==> src/hw/rtl/mtis_pkg.sv <==
package mtis_pkg;

  // Fixed field widths
  localparam int SAMPLE_W  = 12;
  localparam int COEF_W    = 18;
  localparam int OUT_W     = 18;
  localparam int PROD_W    = 2 * COEF_W;
  localparam int ACC_W     = PROD_W + 4;
  localparam int CFG_IDX_W = 2;

  // Defaults for the top-level parameters
  localparam int WINDOW_DEF   = 5;
  localparam int ADC_BITS_DEF = 12;

  // Coefficient reset values (Q1.16)
  localparam logic signed [COEF_W-1:0] COEF_NOW_RST   = 18'sd65536;
  localparam logic signed [COEF_W-1:0] COEF_PRIOR_RST = 18'sd0;
  localparam logic signed [COEF_W-1:0] COEF_FB_RST    = 18'sd0;

  // Output saturation limits (Q13.4)
  localparam logic signed [OUT_W-1:0] OUT_MAX = 18'sd131071;
  localparam logic signed [OUT_W-1:0] OUT_MIN = -18'sd131072;

  // Configuration register indexes
  typedef enum logic [CFG_IDX_W-1:0] {
    REG_FEED_NOW   = 2'd0,
    REG_FEED_PRIOR = 2'd1,
    REG_FEEDBACK   = 2'd2
  } cfg_reg_e;

  // Sequencer states
  typedef enum logic [1:0] {
    ST_IDLE,
    ST_RANK,
    ST_MAC,
    ST_ROUND
  } state_e;

  // Multiplier operand pair
  typedef enum logic [1:0] {
    MUL_NOW,
    MUL_PRIOR,
    MUL_FB
  } mul_sel_e;

  // Accumulator operation
  typedef enum logic [1:0] {
    ACC_HOLD,
    ACC_LOAD_SH,
    ACC_ADD_SH,
    ACC_SUB
  } acc_op_e;

  // Sequencer controls for the filter datapath
  typedef struct packed {
    mul_sel_e mul_sel;
    acc_op_e  acc_op;
    logic     commit;
  } iir_ctrl_t;

endpackage

==> src/hw/rtl/mtis_if.sv <==
interface mtis_in_if;
  logic                          valid;
  logic                          ready;
  logic [mtis_pkg::SAMPLE_W-1:0] adc_sample;

  modport source (output valid, output adc_sample, input ready);
  modport sink   (input valid, input adc_sample, output ready);
endinterface

interface mtis_out_if;
  logic                              valid;
  logic                              ready;
  logic [mtis_pkg::SAMPLE_W-1:0]     median_value;
  logic signed [mtis_pkg::OUT_W-1:0] smoothed_value;
  logic                              saturated_flag;

  modport source (output valid, output median_value, output smoothed_value,
                  output saturated_flag, input ready);
  modport sink   (input valid, input median_value, input smoothed_value,
                  input saturated_flag, output ready);
endinterface

==> src/hw/rtl/mtis_median.sv <==
module mtis_median #(
  parameter int WINDOW = mtis_pkg::WINDOW_DEF
) (
  input  logic                          clk_i,
  input  logic                          rst_ni,
  input  logic                          wr_en_i,
  input  logic [mtis_pkg::SAMPLE_W-1:0] wr_data_i,
  input  logic [$clog2(WINDOW)-1:0]     cand_idx_i,
  output logic [mtis_pkg::SAMPLE_W-1:0] cand_o,
  output logic                          hit_o
);
  import mtis_pkg::*;

  localparam int IdxW = $clog2(WINDOW);
  localparam int CntW = $clog2(WINDOW + 1);
  localparam logic [CntW-1:0] MidRank = CntW'(WINDOW / 2);
  localparam logic [IdxW-1:0] LastIdx = IdxW'(WINDOW - 1);

  logic [SAMPLE_W-1:0] store_q [WINDOW];
  logic [IdxW-1:0]     slot_q;
  logic [CntW-1:0]     rank;

  // Circular window, oldest entry overwritten
  always_ff @(posedge clk_i or negedge rst_ni) begin
    if (!rst_ni) begin
      for (int i = 0; i < WINDOW; i++) store_q[i] <= '0;
      slot_q <= '0;
    end else if (wr_en_i) begin
      store_q[slot_q] <= wr_data_i;
      slot_q <= (slot_q == LastIdx) ? '0 : slot_q + 1'b1;
    end
  end

  assign cand_o = store_q[cand_idx_i];

  // Stable rank of the candidate: smaller entries, plus equal ones at lower index
  always_comb begin
    rank = '0;
    for (int j = 0; j < WINDOW; j++) begin
      if ((store_q[j] < cand_o) ||
          ((store_q[j] == cand_o) && (IdxW'(j) < cand_idx_i))) begin
        rank = rank + 1'b1;
      end
    end
  end

  assign hit_o = (rank == MidRank);

endmodule

==> src/hw/rtl/mtis_iir.sv <==
module mtis_iir (
  input  logic                              clk_i,
  input  logic                              rst_ni,
  input  mtis_pkg::iir_ctrl_t               ctrl_i,
  input  logic signed [mtis_pkg::COEF_W-1:0] coef_now_i,
  input  logic signed [mtis_pkg::COEF_W-1:0] coef_prior_i,
  input  logic signed [mtis_pkg::COEF_W-1:0] coef_fb_i,
  input  logic [mtis_pkg::SAMPLE_W-1:0]     med_i,
  output logic signed [mtis_pkg::OUT_W-1:0] y_o,
  output logic                              sat_o
);
  import mtis_pkg::*;

  localparam int RndW = ACC_W - 16;

  logic [SAMPLE_W-1:0]      prior_med_q;
  logic signed [OUT_W-1:0]  prior_out_q;
  logic signed [COEF_W-1:0] op_a;
  logic signed [COEF_W-1:0] op_b;
  logic signed [PROD_W-1:0] prod_q;
  logic signed [ACC_W-1:0]  prod_ext;
  logic signed [ACC_W-1:0]  acc_q;
  logic signed [ACC_W-1:0]  acc_d;
  logic signed [ACC_W-1:0]  acc_rnd;
  logic signed [RndW-1:0]   y_full;

  // Operand select for the shared multiplier
  always_comb begin
    unique case (ctrl_i.mul_sel)
      MUL_NOW: begin
        op_a = coef_now_i;
        op_b = signed'({{(COEF_W-SAMPLE_W){1'b0}}, med_i});
      end
      MUL_PRIOR: begin
        op_a = coef_prior_i;
        op_b = signed'({{(COEF_W-SAMPLE_W){1'b0}}, prior_med_q});
      end
      MUL_FB: begin
        op_a = coef_fb_i;
        op_b = prior_out_q;
      end
      default: begin
        op_a = '0;
        op_b = '0;
      end
    endcase
  end

  // Product register
  always_ff @(posedge clk_i) begin
    prod_q <= op_a * op_b;
  end

  assign prod_ext = ACC_W'(prod_q);

  // Accumulator: feedforward terms scaled to 2^-20, feedback subtracted
  always_comb begin
    unique case (ctrl_i.acc_op)
      ACC_HOLD:    acc_d = acc_q;
      ACC_LOAD_SH: acc_d = prod_ext <<< 4;
      ACC_ADD_SH:  acc_d = acc_q + (prod_ext <<< 4);
      ACC_SUB:     acc_d = acc_q - prod_ext;
      default:     acc_d = acc_q;
    endcase
  end

  always_ff @(posedge clk_i) begin
    acc_q <= acc_d;
  end

  // Round half up to Q13.4 and clip
  assign acc_rnd = acc_q + ACC_W'(32768);
  assign y_full  = RndW'(acc_rnd >>> 16);

  always_comb begin
    if (y_full > RndW'(OUT_MAX)) begin
      y_o   = OUT_MAX;
      sat_o = 1'b1;
    end else if (y_full < RndW'(OUT_MIN)) begin
      y_o   = OUT_MIN;
      sat_o = 1'b1;
    end else begin
      y_o   = OUT_W'(y_full);
      sat_o = 1'b0;
    end
  end

  // Filter history
  always_ff @(posedge clk_i or negedge rst_ni) begin
    if (!rst_ni) begin
      prior_med_q <= '0;
      prior_out_q <= '0;
    end else if (ctrl_i.commit) begin
      prior_med_q <= med_i;
      prior_out_q <= y_o;
    end
  end

endmodule

==> src/hw/rtl/median_then_iir_smoother_core.sv <==
// Each accepted sample runs through the rank scan, the multiply-accumulate steps and
// the round step before the next one is taken; the rank scan tries one
// window entry per cycle, then one shared 18x18 multiplier runs three products.
// Input is taken only while the sequencer is idle; a result still waiting in the
// output register holds the sequencer in its round step until the receiver takes it.
// Reset (async, active low) zeroes window, slot and history; a0 = 1.0, a1 = b1 = 0.
module median_then_iir_smoother_core #(
  parameter int WINDOW   = mtis_pkg::WINDOW_DEF,
  parameter int ADC_BITS = mtis_pkg::ADC_BITS_DEF
) (
  input  logic                             clk_i,
  input  logic                             rst_ni,
  mtis_in_if.sink                          in_ch,
  mtis_out_if.source                       out_ch,
  input  logic                             cfg_we_i,
  input  logic [mtis_pkg::CFG_IDX_W-1:0]   cfg_idx_i,
  input  logic [mtis_pkg::COEF_W-1:0]      cfg_data_i
);
  import mtis_pkg::*;

  localparam int IdxW       = $clog2(WINDOW);
  localparam int SampleBits = (ADC_BITS < SAMPLE_W) ? ADC_BITS : SAMPLE_W;
  localparam logic [SAMPLE_W-1:0] SampleMask = SAMPLE_W'((33'd1 << SampleBits) - 33'd1);
  localparam logic [IdxW-1:0] LastIdx = IdxW'(WINDOW - 1);
  localparam logic [1:0] MacLast = 2'd3;

  state_e state_q, state_d;
  logic [IdxW-1:0]          rank_idx_q;
  logic [1:0]               mac_step_q;
  logic [SAMPLE_W-1:0]      med_q;
  logic signed [COEF_W-1:0] coef_now_q, coef_prior_q, coef_fb_q;

  logic                     in_xfer;
  logic                     out_free;
  logic                     store_wr;
  logic                     load_out;
  logic [SAMPLE_W-1:0]      cand;
  logic                     rank_hit;
  iir_ctrl_t                iir_ctrl;
  logic signed [OUT_W-1:0]  y;
  logic                     sat;

  logic                     out_valid_q;
  logic [SAMPLE_W-1:0]      out_med_q;
  logic signed [OUT_W-1:0]  out_y_q;
  logic                     out_sat_q;

  assign in_xfer  = in_ch.valid && in_ch.ready;
  assign out_free = !out_valid_q || out_ch.ready;

  // Coefficient registers
  always_ff @(posedge clk_i or negedge rst_ni) begin
    if (!rst_ni) begin
      coef_now_q   <= COEF_NOW_RST;
      coef_prior_q <= COEF_PRIOR_RST;
      coef_fb_q    <= COEF_FB_RST;
    end else if (cfg_we_i) begin
      unique case (cfg_idx_i)
        REG_FEED_NOW:   coef_now_q   <= signed'(cfg_data_i);
        REG_FEED_PRIOR: coef_prior_q <= signed'(cfg_data_i);
        REG_FEEDBACK:   coef_fb_q    <= signed'(cfg_data_i);
        default: ;
      endcase
    end
  end

  // Next state
  always_comb begin
    state_d = state_q;
    unique case (state_q)
      ST_IDLE:  if (in_ch.valid) state_d = ST_RANK;
      ST_RANK:  if (rank_hit || rank_idx_q == LastIdx) state_d = ST_MAC;
      ST_MAC:   if (mac_step_q == MacLast) state_d = ST_ROUND;
      ST_ROUND: if (out_free) state_d = ST_IDLE;
      default:  state_d = ST_IDLE;
    endcase
  end

  // Sequencer outputs
  always_comb begin
    in_ch.ready      = 1'b0;
    store_wr         = 1'b0;
    load_out         = 1'b0;
    iir_ctrl.mul_sel = MUL_NOW;
    iir_ctrl.acc_op  = ACC_HOLD;
    iir_ctrl.commit  = 1'b0;
    unique case (state_q)
      ST_IDLE: begin
        in_ch.ready = 1'b1;
        store_wr    = in_ch.valid;
      end
      ST_RANK: ;
      ST_MAC: begin
        unique case (mac_step_q)
          2'd0: iir_ctrl.mul_sel = MUL_NOW;
          2'd1: begin
            iir_ctrl.mul_sel = MUL_PRIOR;
            iir_ctrl.acc_op  = ACC_LOAD_SH;
          end
          2'd2: begin
            iir_ctrl.mul_sel = MUL_FB;
            iir_ctrl.acc_op  = ACC_ADD_SH;
          end
          default: iir_ctrl.acc_op = ACC_SUB;
        endcase
      end
      ST_ROUND: begin
        load_out        = out_free;
        iir_ctrl.commit = out_free;
      end
      default: ;
    endcase
  end

  // State and step counters
  always_ff @(posedge clk_i or negedge rst_ni) begin
    if (!rst_ni) begin
      state_q    <= ST_IDLE;
      rank_idx_q <= '0;
      mac_step_q <= '0;
    end else begin
      state_q <= state_d;
      if (state_q == ST_RANK) rank_idx_q <= rank_idx_q + 1'b1;
      else                    rank_idx_q <= '0;
      if (state_q == ST_MAC)  mac_step_q <= mac_step_q + 1'b1;
      else                    mac_step_q <= '0;
    end
  end

  // Median capture when the scan finds the middle rank
  always_ff @(posedge clk_i) begin
    if (state_q == ST_RANK && rank_hit) med_q <= cand;
  end

  mtis_median #(
    .WINDOW (WINDOW)
  ) u_median (
    .clk_i      (clk_i),
    .rst_ni     (rst_ni),
    .wr_en_i    (store_wr),
    .wr_data_i  (in_ch.adc_sample & SampleMask),
    .cand_idx_i (rank_idx_q),
    .cand_o     (cand),
    .hit_o      (rank_hit)
  );

  mtis_iir u_iir (
    .clk_i        (clk_i),
    .rst_ni       (rst_ni),
    .ctrl_i       (iir_ctrl),
    .coef_now_i   (coef_now_q),
    .coef_prior_i (coef_prior_q),
    .coef_fb_i    (coef_fb_q),
    .med_i        (med_q),
    .y_o          (y),
    .sat_o        (sat)
  );

  // Result register
  always_ff @(posedge clk_i or negedge rst_ni) begin
    if (!rst_ni) begin
      out_valid_q <= 1'b0;
    end else if (load_out) begin
      out_valid_q <= 1'b1;
    end else if (out_ch.ready) begin
      out_valid_q <= 1'b0;
    end
  end

  always_ff @(posedge clk_i) begin
    if (load_out) begin
      out_med_q <= med_q;
      out_y_q   <= y;
      out_sat_q <= sat;
    end
  end

  assign out_ch.valid          = out_valid_q;
  assign out_ch.median_value   = out_med_q;
  assign out_ch.smoothed_value = out_y_q;
  assign out_ch.saturated_flag = out_sat_q;

  // Checks
  a_accept_starts_scan: assert property (@(posedge clk_i) disable iff (!rst_ni)
    in_xfer |=> state_q == ST_RANK)
    else $error("input transfer did not start the rank scan");

  a_last_cand_hits: assert property (@(posedge clk_i) disable iff (!rst_ni)
    (state_q == ST_RANK && rank_idx_q == LastIdx) |-> rank_hit)
    else $error("rank scan found no median");

  a_result_from_round: assert property (@(posedge clk_i) disable iff (!rst_ni)
    $rose(out_valid_q) |-> $past(state_q) == ST_ROUND)
    else $error("result appeared outside the round step");

  a_sat_at_limit: assert property (@(posedge clk_i) disable iff (!rst_ni)
    (out_valid_q && out_sat_q) |-> (out_y_q == OUT_MAX || out_y_q == OUT_MIN))
    else $error("saturation flag without clipped value");

endmodule

==> src/flat_wrapper.sv <==
// flat-port wrapper written by rule: the top's interface ports become plain ports
module median_then_iir_smoother_core_flat import mtis_pkg::*;
#(
  parameter int WINDOW   = mtis_pkg::WINDOW_DEF,
  parameter int ADC_BITS = mtis_pkg::ADC_BITS_DEF
)
  (clk_i, rst_ni, cfg_we_i, cfg_idx_i, cfg_data_i, in_ch_valid, in_ch_adc_sample, in_ch_ready, out_ch_valid, out_ch_median_value, out_ch_smoothed_value, out_ch_saturated_flag, out_ch_ready);
  mtis_in_if in_ch_i ();
  mtis_out_if out_ch_i ();
  input  logic clk_i;
  input  logic rst_ni;
  input  logic cfg_we_i;
  input  logic [mtis_pkg::CFG_IDX_W-1:0] cfg_idx_i;
  input  logic [mtis_pkg::COEF_W-1:0] cfg_data_i;
  input wire logic [$bits(in_ch_i.valid)-1:0] in_ch_valid;
  input wire logic [$bits(in_ch_i.adc_sample)-1:0] in_ch_adc_sample;
  output wire logic [$bits(in_ch_i.ready)-1:0] in_ch_ready;
  output wire logic [$bits(out_ch_i.valid)-1:0] out_ch_valid;
  output wire logic [$bits(out_ch_i.median_value)-1:0] out_ch_median_value;
  output wire logic [$bits(out_ch_i.smoothed_value)-1:0] out_ch_smoothed_value;
  output wire logic [$bits(out_ch_i.saturated_flag)-1:0] out_ch_saturated_flag;
  input wire logic [$bits(out_ch_i.ready)-1:0] out_ch_ready;
  assign in_ch_i.valid = in_ch_valid;
  assign in_ch_i.adc_sample = in_ch_adc_sample;
  assign in_ch_ready = in_ch_i.ready;
  assign out_ch_valid = out_ch_i.valid;
  assign out_ch_median_value = out_ch_i.median_value;
  assign out_ch_smoothed_value = out_ch_i.smoothed_value;
  assign out_ch_saturated_flag = out_ch_i.saturated_flag;
  assign out_ch_i.ready = out_ch_ready;
  median_then_iir_smoother_core #(.WINDOW(WINDOW), .ADC_BITS(ADC_BITS)) u_core (.clk_i(clk_i), .rst_ni(rst_ni), .in_ch(in_ch_i), .out_ch(out_ch_i), .cfg_we_i(cfg_we_i), .cfg_idx_i(cfg_idx_i), .cfg_data_i(cfg_data_i));
endmodule
==> config.mk <==
export PLATFORM = sky130hd
export DESIGN_NAME = median_then_iir_smoother_core_flat
export DESIGN_NICKNAME = d
export VERILOG_FILES = /design/src/hw/rtl/mtis_pkg.sv /design/src/hw/rtl/mtis_if.sv /design/src/hw/rtl/mtis_median.sv /design/src/hw/rtl/mtis_iir.sv /design/src/hw/rtl/median_then_iir_smoother_core.sv /design/src/flat_wrapper.sv
export SDC_FILE = /design/constraint.sdc
export NUM_CORES = 2
export LEC_CHECK = 0
export ABC_CLOCK_PERIOD_IN_PS = 9300
export BUFFER_PORTS_ARGS = -buffer_cell sky130_fd_sc_hd__buf_2
export CORE_ASPECT_RATIO = 1.75
export CORE_UTILIZATION = 65
export CTS_CLUSTER_SIZE = 30
export DETAILED_ROUTE_END_ITERATION = 16
export PLACE_DENSITY_LB_ADDON = 0.12
export SYNTH_ARGS = -nofsm -noshare
export SYNTH_HDL_FRONTEND = slang
export SYNTH_SLANG_ARGS = --single-unit
==> constraint.sdc <==
create_clock -name clk_i -period 9.3 [get_ports clk_i]
set_clock_uncertainty 0.05 [all_clocks]
set_input_delay 0.93 -clock clk_i [delete_from_list [all_inputs] [get_ports clk_i]]
set_output_delay 0.93 -clock clk_i [all_outputs]
set_load 0.1 [all_outputs]
# Yosys cells after proc, flatten, opt, wreduce, memory -nomap -nowiden
# Index checks and enable logic that the tools add are counted.
totals:
  output_inout_bits: 33
  register_bits: 274
  input_bits: 37
  elab_cells: 132
op_classes:
  n_lt_le_gt_ge: 15
  eq_ne: 25
  muxes: 33
  bitwise: 2
  addsub: 10
  mul: 1
  reduce_logical: 25
op_table:
  columns: ["op", "n"]
  rows:
  - ["$pmux W40 S3", 1]
  - ["$pmux W18 S3", 2]
  - ["$bwmux W60", 1]
  - ["$eq A12 B12 Y1", 5]
  - ["$lt A12 B12 Y1", 5]
  - ["$add A40 B17 Y40 const B", 1]
  - ["$add A40 B40 Y40", 1]
  - ["$sub A40 B36 Y40", 1]
  - ["$bmux W12 S3", 1]
  - ["$demux W12 S3", 1]
  - ["$mul A18 B18 Y36", 1]
  - ["$mux W12", 3]
  - ["$mux W18", 2]
  - ["$gt A24 B18 Y1 const B", 1]
  - ["$lt A24 B18 Y1 const B", 1]
  - ["$add A3 B1 Y3 const B", 6]
  - ["$mux W3", 6]
  - ["$eq A2 B2 Y1 const B", 8]
  - ["$eq A2 B1 Y1 const B", 5]
  - ["$logic_not A2 Y1", 5]
  - ["$mux W2", 5]
  - ["$ge A4 B4 Y1 const B", 2]
  - ["$not A3 Y4", 2]
  - ["$pmux W2 S4", 1]
  - ["other kinds (19)", 44]

# Longest topological paths before layout
depth:
  word_depth: 20
  depth_mapped: 33
  depth_no_buf: 30

# Hierarchy
# Synthesis repeated with hierarchy kept, for this count alone.
unflattened:
  hier_cells: 3034
  area_unflattened_um2: 29290.6
by_module_without_submodules:
  columns: ["mod", "instances", "cells_per_inst", "area_each_um2", "seq_area_each_um2"]
  rows:
  - ["mtis_iir", 1, 2412, 20880.0, 2672.6]
  - ["mtis_median", 1, 415, 4504.3, 1576.5]
  - ["median_then_iir_smoother_core", 1, 207, 3906.2, 2844.0]

# Worst setup path after synthesis
# Ideal clock, no wire load.
synth_timing:
  path_kind: "register to register"
  startpoint: "reg u_core.state_q[0]"
  endpoint: "reg u_core.u_iir.prod_q[30]"
  path_buffers: 3
  setup_slack_ns: 1.645
  stages_incl_launch_ff: 29
  arrival_time_ns: 7.533
  setup_ns: 0.072
  period_less_slack_ns: 7.655
  required_ns: 9.178
  path_cell_list: "dfrtp_1 inv_1 ha_1 clkbuf_1 clkinv_1 clkbuf_1 a211oi_1 clkbuf_1 nor2_1 fa_1 inv_1 fa_1 inv_1 ha_1 fa_1 inv_1 fa_1 fa_1 inv_1 ha_1 a21o_1 a21oi_1 o21ai_1 a311oi_1 o21ai_1 a221oi_2 o211ai_1 a21oi_1 xnor2_1"
synth_via:
  elab_chain_cells: 5
  elab_cells_between_ends: 8
  cone_classes: "1 x mul; 3 x eq/ne; 3 x mux; 1 x reduce/logical"
synth_lines:
  columns: ["element", "line", "source"]
  rows:
  - ["start, declared", "median_then_iir_smoother_core.sv:27", "state_e state_q, state_d;"]
  - ["start signal, assigned", "median_then_iir_smoother_core.sv:122", "state_q <= state_d;"]
  - ["$eq A2 B2 Y1 *", "median_then_iir_smoother_core.sv:87", "unique case (state_q)"]
  - ["$mux W4 *", "median_then_iir_smoother_core.sv:87", null]
  - ["$eq A2 B2 Y1 (tied with other cells)", "mtis_iir.sv:29", "unique case (ctrl_i.mul_sel)"]
  - ["$pmux W18 S3", "mtis_iir.sv:29", null]
  - ["$mul A18 B18 Y36 *", "mtis_iir.sv:51", "prod_q <= op_a * op_b;"]
  - ["end signal, assigned", "mtis_iir.sv:51", null]
  - ["end, declared", "mtis_iir.sv:20", "logic signed [PROD_W-1:0] prod_q;"]
# Every way passes the cells marked *; elsewhere a longest branch is shown, timed or not.
# A chain may end at the register's enable or synchronous reset.

# Worst setup path in the final report
# Ends and elaborated chain as after synthesis.

==> metrics.txt <==
outcome=finished, final reports clean; io pins=70; clock-pin transition on the worst setup and hold timing paths=0.07 ns; WP depth=27; #FFs+latches synth=274; R2R setup slack=0.70 ns; cell area after synthesis=29,300 um2; met3 usage=6.64%; share of layout cells above drive strength 1=11.3%; Worst path slowest cell=a221oi_1; PostCTS Resize Cnt=0; Worst Tran Pin Value=1.17 ns; via count=22,900; WL/cell=23.9 um; ys async rst share=56.6%; Mean Syn Cell Area=9.60 um2; Max Slew Vio Count=0; Initial DRC Count=1,445; DRC viols=0; fillcell total=3,468; die width=162 um; clk sink count=274; HP Class=input port to async pin; DP HPWL=72,400 um; Mapped Nets=3,667; setup TNS=0 ns; clock buffer count from CTS=27; CP Data Arrival Time=9.05 ns; GR Overflow Total=0; critical path class=flop to flop; GRT Util Overall=39.5%; Port Buf Inserts=69; first-pass GRT wire length=135,000 um; chip height=283 um; Post-CTS Hold Fix Bufs=0; Place WS=0.753 ns; clock root buffer=clkbuf_16; CP delay by family, top=adder cells; Critical Path End Type=flop; most crowded layer after global routing=met2; RSZ-0062 raised after global routing=no; clock buffer depth=3; routability congestion estimate=1.05; most frequent cell on the critical path=fa_1; H-Tree Level Count=1; CORE AREA=44,400 um2; CP peak stage delay=0.89 ns; Max-Cap Viols=0; Area growth, synth to finish=6.72%; Antenna Nets Post-Route=0; later-pin clock latency in the skew report=0.58 ns; Final setup viols=0; TritonCTS clock tree=yes; CP Launch Type=flop; Max Fclk=116 MHz; met2 Usage GRT=71.5%; fin nets=3,709; number of global-route vias before repair=24,600; n_diodes=0; Main synth FF type=dfrtp_1; Critical R2R Launch=u_core.state_q[0]; Setup crit end=u_core.u_iir.prod_q[30]; buffers and inverters on the worst path=7; row count=102; clock period minus final worst setup slack=8.60 ns; Critical Path Source=u_core.state_q[0]; Post-CTS Setup Inserts=0; GR Util met1=38.2%; largest net degree at the start of global routing=91; final WL=88,000 um; Fin. Hold Viols=0; crit-path max FO=11; r2r worst-path depth=27; Slew headroom=21.7%; drt pass-1 iters=7; post-synthesis cell count=3,053; worst endpoint required time=9.75 ns; crit share post-route=92.5%; EDFF count, synth=83; die area=46,000 um2; routed vias/inst=6.22; initial cell density of the core=66.0%; initial antenna violation count=1; FF-to-FF End=u_core.u_iir.prod_q[30]; Synth Warn #=0; Seq/Total Area, Yosys=24.2%; final setup margin=0.696 ns; Netlist cell types=92
layout by cell type, fill, tap and decap left out, drive strengths merged, types with 8 or more instances in the layout:
cell type,Yosys,layout
and3,21,21
a211oi,14,14
xor2,47,47
mux2,144,144
edfxtp,83,83
ha,246,246
fa,331,331
a22o,43,43
nor3,21,21
o21bai,24,24
a21oi,135,135
inv,518,523
nand2b,35,35
dfxtp,36,36
nor2,256,256
o22a,13,13
xnor2,72,72
nor2b,23,23
clkbuf,85,31
buf,17,115
clkinv,1,8
a21boi,8,8
nand3,39,39
o21a,19,19
a31oi,11,11
or2,12,12
a22oi,53,53
nand2,230,230
mux2i,30,30
a21o,68,68
o221ai,8,8
and2,15,15
dfrtp,154,154
o21ai,110,110
nand4,28,28
nor3b,9,9
layer usage:
layer,up-vias,share of wire (%),wire (um)
met5,-,0.014,12
met2,911,52,45700
met1,11300,32,28200
met4,2,10,9060
met3,409,5.7,5040
li1,10200,-,-
through the flow:
| step | instances | hold WS [ns] | util (%) | instance area, um2 |
|---|---|---|---|---|
| 2_1_floorplan | 3053 | 0.392 | - | 29300 |
| 3_3_place_gp | 3638 | 0.418 | 68.3 | 30400 |
| 3_5_place_dp | 3638 | 0.420 | 68.3 | 30400 |
| 4_1_cts | 3686 | 0.382 | 70.4 | 31300 |
| 5_1_grt | 3686 | 0.431 | 70.4 | 31300 |
| 6_report | 3686 | 0.347 | 70.4 | 31300 |
cells in the mapped netlist, types with 47 or more instances:
library cell / instances / area share (%)
mux2_2: 144 / 5.5
nand2_1: 229 / 2.9
a21o_1: 66 / 1.7
clkbuf_1: 83 / 1.1
edfxtp_1: 83 / 8.5
xnor2_1: 72 / 2.2
dfrtp_1: 154 / 13
a22oi_1: 53 / 1.4
nor2_1: 256 / 3.3
ha_1: 246 / 11
xor2_1: 47 / 1.4
fa_1: 331 / 23
inv_1: 517 / 6.6
a21oi_1: 134 / 2.3
o21ai_0: 99 / 1.7
how the worst min path moves through the flow:
stage,endpoint,start,cells past startpoint
after floorplan,u_core.u_iir.prior_out_q[17],u_core.u_iir.prior_out_q[17],2
after global placement,u_core.u_iir.prior_out_q[17],u_core.u_iir.prior_out_q[17],2
after global routing,u_core.u_median.store_q[52],rst_ni,1
final,u_core.u_median.store_q[5],rst_ni,1
after CTS,u_core.u_median.store_q[52],rst_ni,1
after detailed placement,u_core.u_iir.prior_out_q[17],u_core.u_iir.prior_out_q[17],2
worst reg2reg max path, delay by kind of cell, from the launching register on:
family          cells  cell delay (ns)
xor+xnor            1             0.13
buf+inv             7             1.11
fa+ha+maj           8             3.42
flops               1             0.43
simple gates        2             0.64
compound gates      9             2.76
final cells by class:
class,count,area [um2],area share [%]
inverters,519,1950,6.23
well taps,572,716,2.29
clock buffers,31,711,2.27
clock inverters,17,203,0.648
multi-input cells,2158,19900,63.6
flip-flops and latches,274,7090,22.7
repair buffers,115,697,2.23
state kept, by name (all words and copies together), names as in the netlist:
register / flops
u_core.u_median.store_q: 60
u_core.u_iir.acc_q: 40
u_core.u_iir.prod_q: 36
u_core.coef_fb_q: 18
u_core.coef_now_q: 18
u_core.coef_prior_q: 18
u_core.out_ch.smoothed_value: 18
u_core.u_iir.prior_out_q: 18
u_core.med_q: 12
u_core.out_ch.median_value: 12
u_core.u_iir.prior_med_q: 12
u_core.rank_idx_q: 3
u_core.u_median.slot_q: 3
u_core.mac_step_q: 2
u_core.state_q: 2
u_core.out_ch.saturated_flag: 1
u_core.out_ch.valid: 1
kinds of logic after synthesis:
| family | Yosys count | synth area share, % |
|---|---|---|
| AND/OR/NAND/NOR | 713 | 11.0 |
| buffers and inverters | 621 | 8.07 |
| adder cells (fa/ha/maj) | 577 | 33.1 |
| AO/OA/AOI/OAI | 574 | 13.4 |
| flip-flops | 274 | 24.2 |
| multiplexers | 174 | 6.56 |
| XOR/XNOR | 120 | 3.63 |
Power is left out: the tool's default activity adds up to more than one toggle a clock period on the data nets, which glitch-free logic cannot reach.
